$ cat config.mk
export PLATFORM = sky130hd
export DESIGN_NAME = subsystem_nosleep_watchdog_core
export DESIGN_NICKNAME = d
export VERILOG_FILES = /design/src/snw_pkg.sv /design/src/snw_cfg_regs.sv /design/src/snw_evt_fifo.sv /design/src/snw_core.sv /design/src/subsystem_nosleep_watchdog_core.sv
export SDC_FILE = /design/constraint.sdc
export NUM_CORES = 2
export LEC_CHECK = 0
export BUFFER_PORTS_ARGS = -buffer_cell sky130_fd_sc_hd__buf_2
export CAP_MARGIN = 0
export CORE_ASPECT_RATIO = 0.9
export CORE_MARGIN = 4
export CORE_UTILIZATION = 25
export DETAILED_ROUTE_END_ITERATION = 8
export GPL_ROUTABILITY_DRIVEN = 0
export GPL_TIMING_DRIVEN = 1
export PLACE_DENSITY = 0.36
export SLEW_MARGIN = 5
export SYNTH_ARGS = -nofsm -noshare
export SYNTH_HDL_FRONTEND = slang
export SYNTH_SLANG_ARGS = --single-unit
$ cat constraint.sdc
create_clock -name clk_i -period 15.9 [get_ports clk_i]
set_input_delay 4.77 -clock clk_i [delete_from_list [all_inputs] [get_ports clk_i]]
set_output_delay 4.77 -clock clk_i [all_outputs]
set_load 0.1 [all_outputs]
$ cat src/snw_pkg.sv
// types and constants for the subsystem no-sleep watchdog
// no dependencies; imported by every module of the block
package snw_pkg;

  localparam int unsigned SumW = 40;
  localparam int unsigned CntW = 16;
  localparam int unsigned ValW = 32;
  localparam int unsigned NeedW = ValW + CntW;

  localparam logic [SumW-1:0] SumMax = '1;
  localparam logic [CntW-1:0] CntMax = '1;

  localparam logic [ValW-1:0] ThresholdReset = 32'd1200;
  localparam logic [ValW-1:0] IntervalReset = 32'd7200;

  // register index on the config port
  localparam logic RegThreshold = 1'b0;
  localparam logic RegInterval = 1'b1;

  typedef enum logic [2:0] {
    ActMainReport  = 3'd0,
    ActModemReport = 3'd1,
    ActHubReport   = 3'd2,
    ActCheck       = 3'd3,
    ActManual      = 3'd4
  } action_e;

  typedef struct packed {
    logic [ValW-1:0] threshold;
    logic [ValW-1:0] interval;
  } cfg_t;

  typedef struct packed {
    logic            sub;
    logic [SumW-1:0] dur;
    logic [CntW-1:0] tot;
    logic            last;
  } evt_t;

  // events pushed by one processed item
  typedef struct packed {
    logic [1:0] num;
    evt_t       evt0;
    evt_t       evt1;
  } push_t;

endpackage

$ cat src/snw_cfg_regs.sv
// apb-style configuration registers: trigger threshold and retrigger interval
// depends on snw_pkg
module snw_cfg_regs import snw_pkg::*; (
  input  logic        clk_i,
  input  logic        rst_ni,
  input  logic        psel,
  input  logic        penable,
  input  logic        pwrite,
  input  logic [2:0]  paddr,
  input  logic [31:0] pwdata,
  output logic [31:0] prdata,
  output logic        pready,
  output cfg_t        cfg_o
);

  logic [ValW-1:0] threshold_q, threshold_d;
  logic [ValW-1:0] interval_q, interval_d;
  logic            wr_en;

  assign pready = 1'b1;
  assign wr_en = psel & penable & pwrite;

  always_comb begin
    threshold_d = threshold_q;
    interval_d = interval_q;
    if (wr_en) begin
      unique case (paddr[2])
        RegThreshold: threshold_d = pwdata;
        RegInterval:  interval_d = pwdata;
        default: ;
      endcase
    end
  end

  always_comb begin
    unique case (paddr[2])
      RegThreshold: prdata = threshold_q;
      RegInterval:  prdata = interval_q;
      default:      prdata = '0;
    endcase
  end

  always_ff @(posedge clk_i or negedge rst_ni) begin
    if (!rst_ni) begin
      threshold_q <= ThresholdReset;
      interval_q <= IntervalReset;
    end else begin
      threshold_q <= threshold_d;
      interval_q <= interval_d;
    end
  end

  assign cfg_o.threshold = threshold_q;
  assign cfg_o.interval = interval_q;

endmodule

$ cat src/snw_evt_fifo.sv
// four-entry event queue between the watchdog core and the output stream
// depends on snw_pkg
module snw_evt_fifo import snw_pkg::*; (
  input  logic  clk_i,
  input  logic  rst_ni,
  input  push_t push_i,
  output logic  room_o,
  output logic  valid_o,
  input  logic  ready_i,
  output evt_t  evt_o
);

  evt_t       mem_q [4];
  logic [1:0] wr_ptr_q, rd_ptr_q;
  logic [2:0] count_q;
  logic       pop;
  logic [1:0] wr_next;

  assign valid_o = (count_q != 3'd0);
  assign evt_o = mem_q[rd_ptr_q];
  assign pop = valid_o & ready_i;
  // room for the two events a check can raise
  assign room_o = (count_q <= 3'd2);
  assign wr_next = wr_ptr_q + 2'd1;

  always_ff @(posedge clk_i) begin
    if (push_i.num != 2'd0) mem_q[wr_ptr_q] <= push_i.evt0;
    if (push_i.num == 2'd2) mem_q[wr_next] <= push_i.evt1;
  end

  always_ff @(posedge clk_i or negedge rst_ni) begin
    if (!rst_ni) begin
      wr_ptr_q <= '0;
      rd_ptr_q <= '0;
      count_q <= '0;
    end else begin
      wr_ptr_q <= wr_ptr_q + push_i.num;
      if (pop) rd_ptr_q <= rd_ptr_q + 2'd1;
      count_q <= count_q + {1'b0, push_i.num} - {2'b0, pop};
    end
  end

endmodule

$ cat src/snw_core.sv
// watchdog core: input register, sleep state, abnormal sums and trigger counts
// depends on snw_pkg
module snw_core import snw_pkg::*; (
  input  logic            clk_i,
  input  logic            rst_ni,
  input  cfg_t            cfg_i,
  input  logic            in_valid_i,
  output logic            in_ready_o,
  input  logic [2:0]      action_i,
  input  logic [ValW-1:0] value_i,
  input  logic            target_i,
  input  logic            room_i,
  output push_t           push_o
);

  logic            item_valid_q;
  logic [2:0]      action_q;
  logic [ValW-1:0] value_q;
  logic            target_q;

  logic [ValW-1:0] main_q, main_d;
  logic [ValW-1:0] modem_q, modem_d;
  logic [ValW-1:0] hub_q, hub_d;
  logic [ValW-1:0] hub_prev_q, hub_prev_d;
  logic [SumW-1:0] sum_q [2];
  logic [SumW-1:0] sum_d [2];
  logic [CntW-1:0] cnt_q [2];
  logic [CntW-1:0] cnt_d [2];

  logic [1:0]       slept;
  logic [1:0]       fire;
  logic [SumW:0]    sum_ext [2];
  logic [SumW-1:0]  sum_sat [2];
  logic [NeedW-1:0] need [2];
  logic             proc;

  assign proc = item_valid_q & room_i;
  assign in_ready_o = ~item_valid_q | proc;

  assign slept[0] = (modem_q != '0);
  assign slept[1] = (hub_q != hub_prev_q);

  always_comb begin
    for (int l = 0; l < 2; l++) begin
      sum_ext[l] = {1'b0, sum_q[l]} + {{(SumW+1-ValW){1'b0}}, main_q};
      sum_sat[l] = sum_ext[l][SumW] ? SumMax : sum_ext[l][SumW-1:0];
      need[l] = {{CntW{1'b0}}, cfg_i.interval} * {{ValW{1'b0}}, cnt_q[l]};
      fire[l] = ~slept[l] && (sum_sat[l] >= {{(SumW-ValW){1'b0}}, cfg_i.threshold})
                && ({{(NeedW-SumW){1'b0}}, sum_sat[l]} >= need[l]);
    end
  end

  always_comb begin
    main_d = main_q;
    modem_d = modem_q;
    hub_d = hub_q;
    hub_prev_d = hub_prev_q;
    sum_d = sum_q;
    cnt_d = cnt_q;
    push_o = '0;
    if (proc) begin
      case (action_q)
        ActMainReport:  main_d = value_q;
        ActModemReport: modem_d = value_q;
        ActHubReport:   hub_d = value_q;
        ActCheck: begin
          if (slept[1]) hub_prev_d = hub_q;
          for (int l = 0; l < 2; l++) begin
            if (slept[l]) begin
              sum_d[l] = '0;
              cnt_d[l] = '0;
            end else begin
              sum_d[l] = sum_sat[l];
              if (fire[l] && cnt_q[l] != CntMax) cnt_d[l] = cnt_q[l] + 1'b1;
            end
          end
          // modem event goes first when both fire
          push_o.evt0.sub = ~fire[0];
          push_o.evt0.dur = fire[0] ? sum_d[0] : sum_d[1];
          push_o.evt0.tot = fire[0] ? cnt_d[0] : cnt_d[1];
          push_o.evt0.last = ~(fire[0] & fire[1]);
          push_o.evt1.sub = 1'b1;
          push_o.evt1.dur = sum_d[1];
          push_o.evt1.tot = cnt_d[1];
          push_o.evt1.last = 1'b1;
          push_o.num = {1'b0, fire[0]} + {1'b0, fire[1]};
        end
        ActManual: begin
          push_o.num = 2'd1;
          push_o.evt0.sub = target_q;
          push_o.evt0.dur = sum_q[target_q];
          push_o.evt0.tot = cnt_q[target_q];
          push_o.evt0.last = 1'b1;
        end
        default: ;
      endcase
    end
  end

  always_ff @(posedge clk_i) begin
    if (in_valid_i && in_ready_o) begin
      action_q <= action_i;
      value_q <= value_i;
      target_q <= target_i;
    end
  end

  always_ff @(posedge clk_i or negedge rst_ni) begin
    if (!rst_ni) begin
      item_valid_q <= 1'b0;
      main_q <= '0;
      modem_q <= '0;
      hub_q <= '0;
      hub_prev_q <= '0;
      for (int l = 0; l < 2; l++) begin
        sum_q[l] <= '0;
        cnt_q[l] <= '0;
      end
    end else begin
      if (in_ready_o) item_valid_q <= in_valid_i;
      main_q <= main_d;
      modem_q <= modem_d;
      hub_q <= hub_d;
      hub_prev_q <= hub_prev_d;
      sum_q <= sum_d;
      cnt_q <= cnt_d;
    end
  end

endmodule

$ cat src/subsystem_nosleep_watchdog_core.sv
// top level of the subsystem no-sleep watchdog
// depends on snw_pkg, snw_cfg_regs, snw_core, snw_evt_fifo
//
//   channel   direction  beat contents
//   s_axis    in         sleep report, check or manual trigger
//   m_axis    out        no-sleep event, tlast on the final event of an item
//   apb       in/out     threshold and retrigger interval registers
//
// an item is processed once it sits in the input register and the queue has room;
// state and events are written at the next edge, after which an event can leave;
// a new item is taken every cycle while the queue has room for two events
// events leave at one per cycle while m_axis is ready; a check firing both subsystems
// pushes two; the four-entry queue absorbs short m_axis stalls, then input waits
// reset clears all sleep state, sums and counts and loads the register defaults
module subsystem_nosleep_watchdog_core import snw_pkg::*; (
  input  logic        clk_i,
  input  logic        rst_ni,
  input  logic        s_axis_tvalid,
  output logic        s_axis_tready,
  input  logic [31:0] s_axis_tdata,   // report_value
  input  logic [3:0]  s_axis_tuser,   // action[2:0], target_subsystem[3]
  output logic        m_axis_tvalid,
  input  logic        m_axis_tready,
  output logic [55:0] m_axis_tdata,   // abnormal_duration[39:0], trigger_total[55:40]
  output logic [0:0]  m_axis_tuser,   // event_subsystem
  output logic        m_axis_tlast,
  input  logic        psel,
  input  logic        penable,
  input  logic        pwrite,
  input  logic [2:0]  paddr,
  input  logic [31:0] pwdata,
  output logic [31:0] prdata,
  output logic        pready
);

  cfg_t  cfg;
  push_t push;
  evt_t  evt;
  logic  room;

  snw_cfg_regs u_cfg (
    .clk_i   (clk_i),
    .rst_ni  (rst_ni),
    .psel    (psel),
    .penable (penable),
    .pwrite  (pwrite),
    .paddr   (paddr),
    .pwdata  (pwdata),
    .prdata  (prdata),
    .pready  (pready),
    .cfg_o   (cfg)
  );

  snw_core u_core (
    .clk_i      (clk_i),
    .rst_ni     (rst_ni),
    .cfg_i      (cfg),
    .in_valid_i (s_axis_tvalid),
    .in_ready_o (s_axis_tready),
    .action_i   (s_axis_tuser[2:0]),
    .value_i    (s_axis_tdata),
    .target_i   (s_axis_tuser[3]),
    .room_i     (room),
    .push_o     (push)
  );

  snw_evt_fifo u_fifo (
    .clk_i   (clk_i),
    .rst_ni  (rst_ni),
    .push_i  (push),
    .room_o  (room),
    .valid_o (m_axis_tvalid),
    .ready_i (m_axis_tready),
    .evt_o   (evt)
  );

  assign m_axis_tdata = {evt.tot, evt.dur};
  assign m_axis_tuser = evt.sub;
  assign m_axis_tlast = evt.last;

endmodule
==> reports/results.ini <==
[run_status]
outcome=completed

[worst_setup_path]
endpoint=u_fifo.mem_q[0][30]$_DFFE_PP_
cp-start-kind=register
timing.critical_path.to_type=register
cpMostUsedCell=fa_1
arrival_ns=13.69
worstReg2RegEnd=u_fifo.mem_q[0][30]$_DFFE_PP_
crit_type=reg -> reg
cp_max_fo=27
startpoint=u_core.cnt_q[26]$_DFFE_PN0P_
reg2reg_slack_ns=2.53
max_stage_delay_ns=1.15
required_ns=16.22
slowest_stage=dfrtp_1
ff2ff_path_depth=38
rr_startpoint=u_core.cnt_q[26]$_DFFE_PN0P_

[global_routing]
busiest_layer=met2
met1_usage_pct=26.9
globalRoute.totalOverflow=0
use_met3_pct=2.33
grtUsageTotal_pct=18.7
grt_pass1_wl_mm=387
grt_max_degree=85
grt_pass1_vias=54900
antenna_found_initial=27
use_met2_pct=29.2

[yosys]
syn_area_um2=67800
synthCells=7311
synth_area_leaders=fa_1 (25%), edfxtp_1 (12%), dfrtp_1 (11%), ha_1 (8.4%), nand2_1 (6.6%)
ys.flop_type=dfrtp_1
syn-num-nets=8683
yosysTopAreaCell=fa_1
ys_ff_latch=580
yosys_warnings=0
synth_xor_area_share_pct=2.59
synth_compound_area_share_pct=11.0
synth_top_family_by_area=adder cells
synthMuxAreaShare_pct=6.10
synth-adder-area-share_pct=33.2
postSynthAreaPerCell_um2=9.27
yosys.area_share.simple_pct=15.0
synth_edf_count=268
synthArstFlopShare_pct=53.8
yosysSeqAreaShare_pct=23.4
yosys.area.top_type_share_pct=24.8
synth.distinct_cells=112

[floorplanning]
design.core.area_um2=270000
num_rows=181
die_y_um=502
die_w_um=557
ioPinCount=171
start_util_pct=25.1
die_area_um2=279000

[cells_and_area]
fin_area_um2=75400
postLayoutCoreUtil_pct=27.9
drive_gt1_share_pct=10.7
area_growth_pct=11.2
final_common_cell=nand2_1
fin_cells=10900
num-fill-cells=28800
final_cell_mix=nand2_1 (1184), inv_1 (1111), fa_1 (839)
finalNetCount=8619

[sta]
slew_viol_final=0
tns_ns=0
setup_slack_ns=2.53
finalCriticalPeriod_ns=13.37
relSlewSlack_pct=10.2
fmax_mhz=74.8
setup_viol=0
tightestPinTransition_ns=1.33
timing.hold.ws_ns=0.501
min_period_over_period_pct=84.1
finClkSkew_ns=0.0868
hold_violations=0
rsz0062_at_grt=no

[clocking]
clk-insertion-delay-late_ns=0.75
cts_setup_buffers=0
clock_sinks=580
ctsHoldBuffers=0
root_buffer=clkbuf_16
ctsResizeCount=0
tritoncts=yes
h-tree-depth=3
cts_buffer_depth=3
cts.clk_slew.worst_paths_ns=0.06
cts_buffers=79

[power_and_ir_drop]
seqPwrFrac_pct=29.8
p_comb_share_pct=43.6
ir_drop_mv=0.0803
switching_share_pct=47.5
powerDensity_nw_per_um2=97.8
p_int_mw=3.87
power_mw=7.37
p_clk_share_pct=26.6
leakage_nw=32.9
p_switching_mw=3.50

[place]
post_dp_cell_area_um2=72500
dp_cells=10700
io_buffers=167
dp_hpwl_mm=205
place_worst_setup_slack_ns=2.40

[detailed_routing]
ant_nets=0
via_count=52600
firstDrtPassIters=6
drt_iter0_markers=3512
viasPerCell=4.83
wl_per_cell_um=24.0
drt-total-wl_mm=262
drc=0

[flow_run]
drv_cap=0

[min_path]
worst_hold_path_type=reg -> reg

sequential cells by signal, summed over array words and instances, names as in the netlist, 2 cells and up:
signal / cells
u_core.main_q: 32
u_core.hub_q: 32
u_core.action_q: 3
u_fifo.wr_ptr_q: 2
u_fifo.count_q: 3
u_core.value_q: 32
u_core.sum_q: 80
u_core.hub_prev_q: 32
u_cfg.interval_q: 32
u_core.modem_q: 32
u_cfg.threshold_q: 32
u_fifo.rd_ptr_q: 2
u_fifo.mem_q: 232
u_core.cnt_q: 32
area by class of cell:
class	count	area (µm²)	area share, %
clock inverters	38	679	0.901
inverters	1111	4170	5.53
diodes	19	47.5	0.0631
well taps	3568	4460	5.92
flip-flops and latches	580	15900	21.1
repair buffers	297	1860	2.47
multi-input cells	5178	46100	61.2
clock buffers	109	2180	2.89
worst max-delay path: cells and delay by family (launching register included):
family | cells | cell delay (ns)
adders and majority gates | 9 | 4.12
AOI/OAI and AO/OA | 10 | 3.13
and+or+nand+nor | 10 | 2.65
buffers and inverters | 8 | 1.58
DFF | 1 | 1.15
xor gates and xnor gates | 1 | 0.30
cells by family (layout without fill, tap and decap cells):
group	after synthesis	after routing
adders and majority gates	1294	1294
buffers and inverters	1553	1555
other	1	20
and+or+nand+nor	2173	2173
xor gates and xnor gates	199	199
AOI/OAI and AO/OA	1196	1196
muxes	315	315
DFF	580	580
layer usage:
layer | vias to the layer above | routed length, µm
met2 | 1278 | 115000
met1 | 27200 | 125000
li1 | 23800 | -
met4 | 16 | 8930
met3 | 266 | 12900
met5 | - | 78
power by group through the flow:
stage               clock network, mW  registers, mW  logic, mW
floorplan                           0           1.98       2.21
global placement                    0           2.22       3.22
detailed placement                  0           2.23       3.25
CTS                              2.02           2.20       3.26
global route                     2.08           2.23       3.43
finish                           1.96           2.19       3.21
cell usage after synthesis (85+ instances only):
cell type	instances
a21oi_1	281
and2_1	380
clkbuf_1	349
dfrtp_1	304
edfxtp_1	268
fa_1	839
ha_1	455
inv_1	1111
mux2_2	202
nand2_1	1188
nand4_1	85
nor2_1	205
o21ai_0	395
o22ai_1	106
xnor2_1	124
how the worst min path moves through the flow:
stage,from,endpoint,slack [ns],cells past startpoint
3_5_place_dp,u_cfg.threshold_q[8]$_DFFE_PN0P_,u_cfg.threshold_q[8]$_DFFE_PN0P_,0.49,1
3_3_place_gp,u_fifo.count_q[2]$_DFF_PN0_,u_fifo.count_q[2]$_DFF_PN0_,0.48,1
5_1_grt,u_cfg.threshold_q[21]$_DFFE_PN0P_,u_cfg.threshold_q[21]$_DFFE_PN0P_,0.51,1
6_report,u_fifo.count_q[2]$_DFF_PN0_,u_fifo.count_q[2]$_DFF_PN0_,0.50,1
2_1_floorplan,u_fifo.count_q[2]$_DFF_PN0_,u_fifo.count_q[2]$_DFF_PN0_,0.46,1
4_1_cts,u_cfg.threshold_q[26]$_DFFE_PN0P_,u_cfg.threshold_q[26]$_DFFE_PN0P_,0.50,1
No activity file was read; power rests on OpenSTA's default activity.
